File: src/sv/gdds_pkg.sv
// shared types, constants and lookup functions for the gregorian date day shifter
`timescale 1ns / 1ps
`default_nettype none
package gdds_pkg;

   // field widths
   localparam int MONTH_W  = 4;
   localparam int DAY_W    = 5;
   localparam int YEAR_W   = 14;
   localparam int OFFSET_W = 24;
   localparam int JD_W     = 23;

   // month codes
   localparam logic [MONTH_W-1:0] MONTH_JAN = 4'd1;
   localparam logic [MONTH_W-1:0] MONTH_FEB = 4'd2;
   localparam logic [MONTH_W-1:0] MONTH_MAR = 4'd3;
   localparam logic [MONTH_W-1:0] MONTH_APR = 4'd4;
   localparam logic [MONTH_W-1:0] MONTH_MAY = 4'd5;
   localparam logic [MONTH_W-1:0] MONTH_JUN = 4'd6;
   localparam logic [MONTH_W-1:0] MONTH_JUL = 4'd7;
   localparam logic [MONTH_W-1:0] MONTH_AUG = 4'd8;
   localparam logic [MONTH_W-1:0] MONTH_SEP = 4'd9;
   localparam logic [MONTH_W-1:0] MONTH_OCT = 4'd10;
   localparam logic [MONTH_W-1:0] MONTH_NOV = 4'd11;
   localparam logic [MONTH_W-1:0] MONTH_DEC = 4'd12;

   // fallback date for a bad input
   localparam logic [MONTH_W-1:0] DEF_MONTH = MONTH_MAY;
   localparam logic [DAY_W-1:0]   DEF_DAY   = 5'd11;
   localparam logic [YEAR_W-1:0]  DEF_YEAR  = 14'd1959;
   localparam logic [YEAR_W-1:0]  YEAR_MAX  = 14'd9999;

   // julian day span of years 0 to 9999
   localparam logic [JD_W-1:0] JD_MIN = 23'd1721060;
   localparam logic [JD_W-1:0] JD_MAX = 23'd5373484;

   // reciprocal multipliers, exact for the stated dividend widths
   // floor(x / 100) for x below 2**14
   localparam int DIV100_SHIFT = 21;
   localparam logic [14:0] DIV100_MULT =
      15'(((64'd1 << DIV100_SHIFT) + 64'd99) / 64'd100);
   // floor(x / 146097) for x below 2**25
   localparam int CYCLE_SHIFT = 43;
   localparam logic [25:0] CYCLE_MULT =
      26'(((64'd1 << CYCLE_SHIFT) + 64'd146096) / 64'd146097);
   // floor(x / 1461001) for x below 2**28
   localparam int QUAD_SHIFT = 49;
   localparam logic [28:0] QUAD_MULT =
      29'(((64'd1 << QUAD_SHIFT) + 64'd1461000) / 64'd1461001);
   // floor(80 * x / 2447), folded into one constant
   localparam int MON_SHIFT = 27;
   localparam logic [22:0] MON_MULT =
      23'(64'd80 * (((64'd1 << MON_SHIFT) + 64'd2446) / 64'd2447));
   // floor(2447 * x / 80), folded into one constant
   localparam int DOM_SHIFT = 22;
   localparam logic [26:0] DOM_MULT =
      27'(64'd2447 * (((64'd1 << DOM_SHIFT) + 64'd79) / 64'd80));

   // checked date on its way to the shift stage
   typedef struct packed {
      logic [JD_W-1:0]            jd;
      logic signed [OFFSET_W-1:0] offset;
      logic                       bad;
   } jd_item_type;

   // one finished result
   typedef struct packed {
      logic [JD_W-1:0]    julian_day;
      logic [MONTH_W-1:0] new_month;
      logic [DAY_W-1:0]   new_day;
      logic [YEAR_W-1:0]  new_year;
      logic               was_invalid;
      logic               out_of_range;
   } result_type;

   // last day of a month, zero for a code that is no month
   function automatic logic [DAY_W-1:0] last_day(input logic [MONTH_W-1:0] m,
                                                 input logic leap);
      logic [DAY_W-1:0] d;
      unique case (m) inside
         MONTH_FEB: begin
            d = leap ? 5'd29 : 5'd28;
         end
         MONTH_APR, MONTH_JUN, MONTH_SEP, MONTH_NOV: begin
            d = 5'd30;
         end
         MONTH_JAN, MONTH_MAR, MONTH_MAY, MONTH_JUL, MONTH_AUG, MONTH_OCT,
         MONTH_DEC: begin
            d = 5'd31;
         end
         default: begin
            d = 5'd0;
         end
      endcase
      return d;
   endfunction

   // floor(367 * shifted month / 12), march based
   function automatic logic [8:0] month_offset(input logic [MONTH_W-1:0] m);
      logic [8:0] t;
      unique case (m)
         MONTH_JAN: t = 9'd336;
         MONTH_FEB: t = 9'd367;
         MONTH_MAR: t = 9'd30;
         MONTH_APR: t = 9'd61;
         MONTH_MAY: t = 9'd91;
         MONTH_JUN: t = 9'd122;
         MONTH_JUL: t = 9'd152;
         MONTH_AUG: t = 9'd183;
         MONTH_SEP: t = 9'd214;
         MONTH_OCT: t = 9'd244;
         MONTH_NOV: t = 9'd275;
         MONTH_DEC: t = 9'd305;
         default:   t = 9'd0;
      endcase
      return t;
   endfunction

endpackage
`default_nettype wire

File: src/sv/gregorian_date_day_shifter_top.sv
// top level of the gregorian date day shifter
//
// Takes a month, day, year and a signed day offset per item and returns one
// result per item: the julian day number of the checked input date and the
// shifted date as month, day and year. A bad month, a bad day, a day past
// the month end, february 29 outside a leap year (4/100/400 rule) or a year
// above 9999 is replaced by may 11, 1959 and flagged with was_invalid. A
// shifted date before january 1 of year 0 or after december 31 of year 9999
// is clamped to that end and flagged with out_of_range. The datapath is a
// 13 stage pipeline (4 stages for the check and forward conversion, 9 for
// the offset add, clamp and inverse conversion), and a new item can be taken
// every cycle as long as the result side takes its results.
// Each stage holds at most two multipliers, all by constants; all divisions
// are by constants and are done as reciprocal multiplies, shifts or compares.
// Every stage carries its own valid bit and holds while it is full and the
// stage after it cannot move on, so a stall on the result side fills the
// bubbles first and only then pushes back on req_ready. There is no state
// beyond the pipeline; reset only clears the valid bits.
`timescale 1ns / 1ps
`default_nettype none
module gregorian_date_day_shifter_top import gdds_pkg::*; (
   input  logic                       clock,
   input  logic                       reset,
   // input item channel
   input  logic                       req_valid,
   output logic                       req_ready,
   input  logic [MONTH_W-1:0]         req_month_in,
   input  logic [DAY_W-1:0]           req_day_in,
   input  logic [YEAR_W-1:0]          req_year_in,
   input  logic signed [OFFSET_W-1:0] req_offset_days,
   // result item channel
   output logic                       rsp_valid,
   input  logic                       rsp_ready,
   output logic [JD_W-1:0]            rsp_julian_day,
   output logic [MONTH_W-1:0]         rsp_new_month,
   output logic [DAY_W-1:0]           rsp_new_day,
   output logic [YEAR_W-1:0]          rsp_new_year,
   output logic                       rsp_was_invalid,
   output logic                       rsp_out_of_range
);

   // handoff between the forward and inverse halves
   logic        mid_valid;
   logic        mid_ready;
   jd_item_type mid_item;
   result_type  res;

   // date check, fallback date and julian day number
   gdds_to_jd u_to_jd (
      .clock     (clock),
      .reset     (reset),
      .in_valid  (req_valid),
      .in_ready  (req_ready),
      .month     (req_month_in),
      .day       (req_day_in),
      .year      (req_year_in),
      .offset    (req_offset_days),
      .out_valid (mid_valid),
      .out_ready (mid_ready),
      .out_item  (mid_item)
   );

   // offset add, clamp and conversion back to a calendar date;
   // its last stage is the result register seen on the rsp ports
   gdds_from_jd u_from_jd (
      .clock     (clock),
      .reset     (reset),
      .in_valid  (mid_valid),
      .in_ready  (mid_ready),
      .in_item   (mid_item),
      .out_valid (rsp_valid),
      .out_ready (rsp_ready),
      .out_res   (res)
   );

   assign rsp_julian_day   = res.julian_day;
   assign rsp_new_month    = res.new_month;
   assign rsp_new_day      = res.new_day;
   assign rsp_new_year     = res.new_year;
   assign rsp_was_invalid  = res.was_invalid;
   assign rsp_out_of_range = res.out_of_range;

endmodule
`default_nettype wire

File: src/sv/gdds_to_jd.sv
// date check and forward julian day conversion, four pipeline stages
`timescale 1ns / 1ps
`default_nettype none
module gdds_to_jd import gdds_pkg::*; (
   input  logic                       clock,
   input  logic                       reset,
   input  logic                       in_valid,
   output logic                       in_ready,
   input  logic [MONTH_W-1:0]         month,
   input  logic [DAY_W-1:0]           day,
   input  logic [YEAR_W-1:0]          year,
   input  logic signed [OFFSET_W-1:0] offset,
   output logic                       out_valid,
   input  logic                       out_ready,
   output jd_item_type                out_item
);

   localparam int STAGES = 4;

   logic [STAGES-1:0] vld_ff, vld_in, adv;

   // stage 0: year / 100
   logic [28:0]                ydiv_prod;
   logic [7:0]                 ydiv_in, ydiv_ff;
   logic [MONTH_W-1:0]         month_s0_ff;
   logic [DAY_W-1:0]           day_s0_ff;
   logic [YEAR_W-1:0]          year_s0_ff;
   logic signed [OFFSET_W-1:0] off_s0_ff;

   // stage 1: check and fallback
   logic [YEAR_W-1:0]          hund;
   logic                       rem_zero, leap, date_ok, early;
   logic [MONTH_W-1:0]         vm;
   logic [DAY_W-1:0]           vd;
   logic [YEAR_W-1:0]          vy;
   logic [YEAR_W-1:0]          x1_in, x1_ff, x3_in, x3_ff;
   logic [8:0]                 t2_s1_ff;
   logic [DAY_W-1:0]           day_s1_ff;
   logic                       bad_s1_ff;
   logic signed [OFFSET_W-1:0] off_s1_ff;

   // stage 2: products
   logic [24:0]                t1_prod;
   logic [28:0]                q3_prod;
   logic [JD_W-1:0]            t1_in, t1_ff;
   logic [7:0]                 q3_in, q3_ff;
   logic [8:0]                 t2_s2_ff;
   logic [DAY_W-1:0]           day_s2_ff;
   logic                       bad_s2_ff;
   logic signed [OFFSET_W-1:0] off_s2_ff;

   // stage 3: sum
   logic [9:0]                 t3_x3;
   logic [23:0]                jd_sum;
   jd_item_type                item_in, item_ff;

   // stall control
   always_comb begin
      adv[STAGES-1] = !vld_ff[STAGES-1] || out_ready;
      for (int k = STAGES - 2; k >= 0; k--) begin
         adv[k] = !vld_ff[k] || adv[k+1];
      end
      vld_in[0] = adv[0] ? in_valid : vld_ff[0];
      for (int k = 1; k < STAGES; k++) begin
         vld_in[k] = adv[k] ? vld_ff[k-1] : vld_ff[k];
      end
   end

   always_ff @(posedge clock) begin
      if (reset) begin
         vld_ff <= '0;
      end else begin
         vld_ff <= vld_in;
      end
   end

   assign in_ready  = adv[0];
   assign out_valid = vld_ff[STAGES-1];
   assign out_item  = item_ff;

   // stage 0
   always_comb begin
      ydiv_prod = {15'd0, year} * {14'd0, DIV100_MULT};
      ydiv_in   = ydiv_prod[DIV100_SHIFT +: 8];
   end

   always_ff @(posedge clock) begin
      if (adv[0]) begin
         ydiv_ff     <= ydiv_in;
         month_s0_ff <= month;
         day_s0_ff   <= day;
         year_s0_ff  <= year;
         off_s0_ff   <= offset;
      end
   end

   // stage 1: 4/100/400 rule from the quotient and its remainder
   always_comb begin
      hund     = {6'd0, ydiv_ff} * 14'd100;
      rem_zero = (year_s0_ff == hund);
      leap     = ((year_s0_ff[1:0] == 2'd0) && !rem_zero) ||
                 (rem_zero && (ydiv_ff[1:0] == 2'd0));
      date_ok  = (year_s0_ff <= YEAR_MAX) && (month_s0_ff >= MONTH_JAN) &&
                 (month_s0_ff <= MONTH_DEC) && (day_s0_ff != '0) &&
                 (day_s0_ff <= last_day(month_s0_ff, leap));
      vm       = date_ok ? month_s0_ff : DEF_MONTH;
      vd       = date_ok ? day_s0_ff   : DEF_DAY;
      vy       = date_ok ? year_s0_ff  : DEF_YEAR;
      // january and february count as months of the previous year
      early    = (vm <= MONTH_FEB);
      x1_in    = vy + 14'd4800 - {13'd0, early};
      x3_in    = vy + 14'd4900 - {13'd0, early};
   end

   always_ff @(posedge clock) begin
      if (adv[1]) begin
         x1_ff     <= x1_in;
         x3_ff     <= x3_in;
         t2_s1_ff  <= month_offset(vm);
         day_s1_ff <= vd;
         bad_s1_ff <= !date_ok;
         off_s1_ff <= off_s0_ff;
      end
   end

   // stage 2
   always_comb begin
      t1_prod = {11'd0, x1_ff} * 25'd1461;
      t1_in   = t1_prod[24:2];
      q3_prod = {15'd0, x3_ff} * {14'd0, DIV100_MULT};
      q3_in   = q3_prod[DIV100_SHIFT +: 8];
   end

   always_ff @(posedge clock) begin
      if (adv[2]) begin
         t1_ff     <= t1_in;
         q3_ff     <= q3_in;
         t2_s2_ff  <= t2_s1_ff;
         day_s2_ff <= day_s1_ff;
         bad_s2_ff <= bad_s1_ff;
         off_s2_ff <= off_s1_ff;
      end
   end

   // stage 3
   always_comb begin
      t3_x3          = {2'd0, q3_ff} + {1'b0, q3_ff, 1'b0};
      jd_sum         = {1'b0, t1_ff} + 24'(t2_s2_ff) + 24'(day_s2_ff)
                       - 24'(t3_x3[9:2]) - 24'd32075;
      item_in.jd     = jd_sum[JD_W-1:0];
      item_in.offset = off_s2_ff;
      item_in.bad    = bad_s2_ff;
   end

   always_ff @(posedge clock) begin
      if (adv[3]) begin
         item_ff <= item_in;
      end
   end

endmodule
`default_nettype wire

File: src/sv/gdds_from_jd.sv
// offset add, clamp and inverse julian day conversion, nine pipeline stages
`timescale 1ns / 1ps
`default_nettype none
module gdds_from_jd import gdds_pkg::*; (
   input  logic        clock,
   input  logic        reset,
   input  logic        in_valid,
   output logic        in_ready,
   input  jd_item_type in_item,
   output logic        out_valid,
   input  logic        out_ready,
   output result_type  out_res
);

   localparam int STAGES = 9;

   typedef struct packed {
      logic [JD_W-1:0] jd;
      logic            bad;
      logic            clamp;
   } tag_type;

   logic [STAGES-1:0] vld_ff, vld_in, adv;
   tag_type           tag_in;
   tag_type           tag_ff [STAGES];

   // stage 0
   logic signed [24:0] sh_sum;
   logic               lo, hi;
   logic [JD_W-1:0]    sh_in, sh_ff;
   // stage 1
   logic [JD_W-1:0]    l_in, l_ff;
   logic [50:0]        n_prod;
   logic [7:0]         n_in, n_s1_ff, n_s2_ff, n_s3_ff, n_s4_ff;
   // stage 2
   logic [24:0]        p_prod, p_bias;
   logic [JD_W-1:0]    l2_diff;
   logic [15:0]        l2_in, l2_s2_ff, l2_s3_ff, l2_s4_ff;
   // stage 3
   logic [27:0]        x2_in, x2_ff;
   // stage 4
   logic [56:0]        i_prod;
   logic [6:0]         i_in, i_ff;
   // stage 5
   logic [17:0]        t_prod, l3_sum;
   logic [15:0]        yb_in, yb_s5_ff, yb_s6_ff, yb_s7_ff;
   logic [8:0]         l3_in, l3_s5_ff, l3_s6_ff;
   // stage 6
   logic [31:0]        j_prod;
   logic [3:0]         j_in, j_s6_ff, j_s7_ff;
   // stage 7
   logic [30:0]        k_prod;
   logic [8:0]         k_diff;
   logic [DAY_W-1:0]   day_in, day_s7_ff, day_ff;
   // stage 8
   logic               lq;
   logic [15:0]        year_sum;
   logic [MONTH_W-1:0] mon_in, mon_ff;
   logic [YEAR_W-1:0]  year_in, year_ff;

   // stall control
   always_comb begin
      adv[STAGES-1] = !vld_ff[STAGES-1] || out_ready;
      for (int k = STAGES - 2; k >= 0; k--) begin
         adv[k] = !vld_ff[k] || adv[k+1];
      end
      vld_in[0] = adv[0] ? in_valid : vld_ff[0];
      for (int k = 1; k < STAGES; k++) begin
         vld_in[k] = adv[k] ? vld_ff[k-1] : vld_ff[k];
      end
   end

   always_ff @(posedge clock) begin
      if (reset) begin
         vld_ff <= '0;
      end else begin
         vld_ff <= vld_in;
      end
   end

   assign in_ready  = adv[0];
   assign out_valid = vld_ff[STAGES-1];

   // stage 0: add offset and clamp to the year 0 to 9999 span
   always_comb begin
      sh_sum = $signed({2'b00, in_item.jd}) +
               $signed({in_item.offset[OFFSET_W-1], in_item.offset});
      lo     = sh_sum < $signed({2'b00, JD_MIN});
      hi     = sh_sum > $signed({2'b00, JD_MAX});
      if (lo) begin
         sh_in = JD_MIN;
      end else if (hi) begin
         sh_in = JD_MAX;
      end else begin
         sh_in = sh_sum[JD_W-1:0];
      end
      tag_in.jd    = in_item.jd;
      tag_in.bad   = in_item.bad;
      tag_in.clamp = lo || hi;
   end

   // side data rides along with each stage
   always_ff @(posedge clock) begin
      if (adv[0]) begin
         tag_ff[0] <= tag_in;
         sh_ff     <= sh_in;
      end
      for (int k = 1; k < STAGES; k++) begin
         if (adv[k]) begin
            tag_ff[k] <= tag_ff[k-1];
         end
      end
   end

   // stage 1: century count
   always_comb begin
      l_in   = sh_ff + 23'd68569;
      n_prod = {26'd0, l_in, 2'b00} * {25'd0, CYCLE_MULT};
      n_in   = n_prod[CYCLE_SHIFT +: 8];
   end

   always_ff @(posedge clock) begin
      if (adv[1]) begin
         l_ff    <= l_in;
         n_s1_ff <= n_in;
      end
   end

   // stage 2: day within the century
   always_comb begin
      p_prod  = {17'd0, n_s1_ff} * 25'd146097;
      p_bias  = p_prod + 25'd3;
      l2_diff = l_ff - p_bias[24:2];
      l2_in   = l2_diff[15:0];
   end

   always_ff @(posedge clock) begin
      if (adv[2]) begin
         l2_s2_ff <= l2_in;
         n_s2_ff  <= n_s1_ff;
      end
   end

   // stage 3
   assign x2_in = ({12'd0, l2_s2_ff} + 28'd1) * 28'd4000;

   always_ff @(posedge clock) begin
      if (adv[3]) begin
         x2_ff    <= x2_in;
         l2_s3_ff <= l2_s2_ff;
         n_s3_ff  <= n_s2_ff;
      end
   end

   // stage 4: year within the century
   always_comb begin
      i_prod = {29'd0, x2_ff} * {28'd0, QUAD_MULT};
      i_in   = i_prod[QUAD_SHIFT +: 7];
   end

   always_ff @(posedge clock) begin
      if (adv[4]) begin
         i_ff     <= i_in;
         l2_s4_ff <= l2_s3_ff;
         n_s4_ff  <= n_s3_ff;
      end
   end

   // stage 5: day within the year, and year base 100 * (n - 49) + i
   always_comb begin
      t_prod = {11'd0, i_ff} * 18'd1461;
      l3_sum = {2'd0, l2_s4_ff} + 18'd31 - {2'd0, t_prod[17:2]};
      l3_in  = l3_sum[8:0];
      yb_in  = ({8'd0, n_s4_ff} * 16'd100) - 16'd4900 + {9'd0, i_ff};
   end

   always_ff @(posedge clock) begin
      if (adv[5]) begin
         l3_s5_ff <= l3_in;
         yb_s5_ff <= yb_in;
      end
   end

   // stage 6: march based month
   always_comb begin
      j_prod = {23'd0, l3_s5_ff} * {9'd0, MON_MULT};
      j_in   = j_prod[MON_SHIFT +: 4];
   end

   always_ff @(posedge clock) begin
      if (adv[6]) begin
         j_s6_ff  <= j_in;
         l3_s6_ff <= l3_s5_ff;
         yb_s6_ff <= yb_s5_ff;
      end
   end

   // stage 7: day of month
   always_comb begin
      k_prod = {27'd0, j_s6_ff} * {4'd0, DOM_MULT};
      k_diff = l3_s6_ff - k_prod[DOM_SHIFT +: 9];
      day_in = k_diff[DAY_W-1:0];
   end

   always_ff @(posedge clock) begin
      if (adv[7]) begin
         day_s7_ff <= day_in;
         j_s7_ff   <= j_s6_ff;
         yb_s7_ff  <= yb_s6_ff;
      end
   end

   // stage 8: fold january and february back into the next year
   always_comb begin
      lq       = (j_s7_ff >= 4'd11);
      mon_in   = j_s7_ff + 4'd2 - (lq ? 4'd12 : 4'd0);
      year_sum = yb_s7_ff + {15'd0, lq};
      year_in  = year_sum[YEAR_W-1:0];
   end

   always_ff @(posedge clock) begin
      if (adv[8]) begin
         mon_ff  <= mon_in;
         day_ff  <= day_s7_ff;
         year_ff <= year_in;
      end
   end

   always_comb begin
      out_res.julian_day   = tag_ff[STAGES-1].jd;
      out_res.new_month    = mon_ff;
      out_res.new_day      = day_ff;
      out_res.new_year     = year_ff;
      out_res.was_invalid  = tag_ff[STAGES-1].bad;
      out_res.out_of_range = tag_ff[STAGES-1].clamp;
   end

endmodule
`default_nettype wire

File: config.mk
export PLATFORM = sky130hd
export DESIGN_NAME = gregorian_date_day_shifter_top
export DESIGN_NICKNAME = d
export VERILOG_FILES = /design/src/sv/gdds_pkg.sv /design/src/sv/gregorian_date_day_shifter_top.sv /design/src/sv/gdds_to_jd.sv /design/src/sv/gdds_from_jd.sv
export SDC_FILE = /design/constraint.sdc
export NUM_CORES = 2
export LEC_CHECK = 0
export BUFFER_PORTS_ARGS = -buffer_cell sky130_fd_sc_hd__buf_2
export CAP_MARGIN = 30
export CORE_ASPECT_RATIO = 0.5
export CORE_MARGIN = 1.5
export CORE_UTILIZATION = 30
export CTS_BUF_LIST = sky130_fd_sc_hd__clkbuf_16
export DETAILED_ROUTE_END_ITERATION = 10
export SLEW_MARGIN = 20
export SYNTH_ARGS = -nofsm -noshare
export SYNTH_HDL_FRONTEND = slang
export SYNTH_HIERARCHICAL = 1
export SYNTH_SLANG_ARGS = --single-unit
File: constraint.sdc
create_clock -name clock -period 17.21 [get_ports clock]
set_input_delay 3.442 -clock clock [delete_from_list [all_inputs] [get_ports clock]]
set_output_delay 3.442 -clock clock [all_outputs]
set_load 0.005 [all_outputs]
==> run metrics <==
fill cell count=22050; Post-DRT Antenna Nets=0; largest area contributor in the netlist=edfxtp_1; min Tclk post-route=10.27 ns; Register Area=20980 um2; setup total negative slack=0 ns; Critical Path AT=6.83 ns; Cell variety after synth=107; FP Rows=122; Yosys reg bits=703; slew margin rel.=37.76%; Slew Viols, Final=0; clock buffer depth=3; Hold Fails Final Rpt=0; DIE HEIGHT=337.1 um; Synth area leaders=edfxtp_1 31%, fa_1 24%, ha_1 21%; Critical Path RT=13.77 ns; Final Instance Area=73510 um2; drt drc=0; H-tree Lvls=3; synth-to-layout area growth=9.768%; M3 GR Usage=1.853%; Layout Nets=7733; clk_lat worst skew=0.67 ns; Finished Core Util=33.19%; slowest CP cell=nor2b_1; critical path type=in2out; Synth Instances=5577; initial drt markers=1599; sequential fraction of the synthesis area=31.33%; Placed Area=71130 um2; Syn. warnings=6; Num CTS Buffers=73; total clock sinks=703; WHS=0.4042 ns; crit-path max FO=67; Layout Skew=0.03324 ns; detailed-routing iteration count for the pre-antenna-repair pass=5; Resized cells post-CTS=0; met2 Use GR=21.47%; CP max stage delay=0.46 ns; Syn Std Cell Area=66970 um2; number of vias in the routed layout=38230; fin crit share=59.70%; post-CTS setup buffer count=0; total die area=226200 um2; asr flop ratio synth=0%; core area=221500 um2; Top Ports=101; GP Congestion=0.8916; clk root buf=clkbuf_16; multi-input logic area=40540 um2; status=finished, final reports clean; Synth Area per Inst=12.01 um2; layout cells sized above 1=5.632%; Hold WC Path Type=reg2reg; Startpoint Class=primary input; Synth top area share=30.94%; vias in the first global route=40850; met1 global-route usage=15.11%; IO buf count=100; clock-pin transition on the worst setup and hold timing paths=0.07 ns; largest net degree at the start of global routing=68; die width=671.2 um; antenna violations before repair=2; grt ovf=0; hold_buf cts=0; HPWL Detailed=111700 um; EDFF count, synth=690; Finish-stage setup viols=0; Crit. End Element=output pin; Max Cap Viol=0; crit-path cells=buf_2 > nor2b_1 > and2_1 > and3_1 > nand3_4 > buf_4 > nor2_1 > nand3_2 > buf_4 > nor2b_1 > and3_1 > nand2_4 > buf_2; routed vias/inst=4.359; Achievable Freq=0.09733 GHz; CP bufs+invs=4; busiest grt layer=met2; initial core utilization=30.24%; final WL=132100 um; RSZ-0062 raised after global routing=no; CTS tree=built; total track usage=11.98%; Post-Syn Nets=7580; drt wl/cell=15.07 um; Worst Max-Slew Pin Slew=0.9304 ns; first-pass GRT wire length=215800 um; ys flop type=edfxtp_1; delay-heaviest family, CP=simple AND/OR/NAND/NOR gates
## stage by stage
step / std cells / setup slack, ns
final: 8769 / 6.936
after global routing: 8768 / 6.562
after CTS: 8762 / 6.868
after detailed placement: 8629 / 6.870
after global placement: 8626 / 6.969
after floorplan: 5577 / 4.318
## routing by layer
metal | vias to the layer above | share of wire (%)
met3 | 156 | 3.2
met4 | 2 | 2.4
met5 | - | 0.0098
met1 | 18800 | 45
li1 | 18800 | -
met2 | 470 | 50
## cell families (layout without fill, tap and decap cells)
kind of cell	after synthesis	after routing	synth area share, %
compound gates	611	611	6.371
xor+xnor	296	296	3.882
fa+ha+maj	1952	1952	45.65
buf+inv	1425	1636	8.193
flops	703	703	31.33
mux	4	4	0.05979
other cells	0	5	0
simple gates	586	586	4.516
## Yosys cell counts, drive strengths merged, types with 16 or more instances
library cell  count
a21o             64
xor2             90
a31oi            21
and2             17
ha             1133
nand2b           25
nor2b            37
nand4            23
o21bai           35
nor3             47
o211ai           25
nand2            99
or2              16
a211oi           37
xnor2           206
nor2            160
inv            1378
o31ai            16
a2111oi          17
o21a             30
edfxtp          690
nor4             18
and3             28
nand3            65
a21oi           175
buf              35
fa              819
o21ai            96
## final timing paths
path              slack, ns                      end                    start  cells after the start
setup / recovery       6.94                req_ready                rsp_ready                     13
setup reg to reg       7.19     u_from_jd/n_s1_ff[7]       u_from_jd/sh_ff[0]                     32
hold / removal         0.40  u_from_jd/tag_ff[0][39]  u_from_jd/tag_ff[0][14]                      0
hold reg to reg        0.40  u_from_jd/tag_ff[0][39]  u_from_jd/tag_ff[0][14]                      0
## registers in the layout, summed over array words and instances, names as in the netlist, 16 cells and up
signal	count
u_from_jd/sh_ff	23
u_to_jd/t1_ff	23
u_to_jd/out_item	48
u_to_jd/off_s1_ff	24
u_from_jd/x2_ff	23
u_to_jd/off_s2_ff	24
u_from_jd/l_ff	16
u_to_jd/off_s0_ff	24
u_from_jd/tag_ff	225
u_from_jd/l2_s2_ff	16
## placed cells by master (no fill, tap or decap), types with 17 or more instances in the layout
cell type / Yosys / layout
nor2b_1: 37 / 37
o21a_1: 30 / 30
nor2_1: 158 / 158
nand3_1: 65 / 63
inv_1: 1375 / 1381
buf_2: 7 / 100
ha_1: 1133 / 1133
edfxtp_1: 690 / 690
nor4_1: 17 / 17
a211oi_1: 32 / 32
fa_1: 819 / 819
a21o_1: 61 / 61
and3_1: 28 / 28
xor2_1: 89 / 89
o211ai_1: 22 / 22
clkbuf_16: 0 / 73
nand4_1: 23 / 23
nand2_1: 96 / 91
buf_4: 26 / 22
nor3_1: 46 / 46
o21ai_0: 92 / 92
xnor2_1: 206 / 206
a21oi_1: 172 / 172
a31oi_1: 21 / 21
nand2b_1: 25 / 25
o21bai_1: 35 / 35
## layout make-up
class                           count  share of cell area [%]
Clock buffer                       73                   2.485
Tap cell                         2976                   5.065
Clock inverter                     60                  0.7030
Sequential cell                   703                   28.54
Multi-Input combinational cell   3449                   55.15
Antenna cell                        5                 0.01702
Timing Repair Buffer              125                  0.9974
Inverter                         1378                   7.040
Power is left out: the tool's default activity adds up to more than one toggle a clock period on the data nets, which glitch-free logic cannot reach.
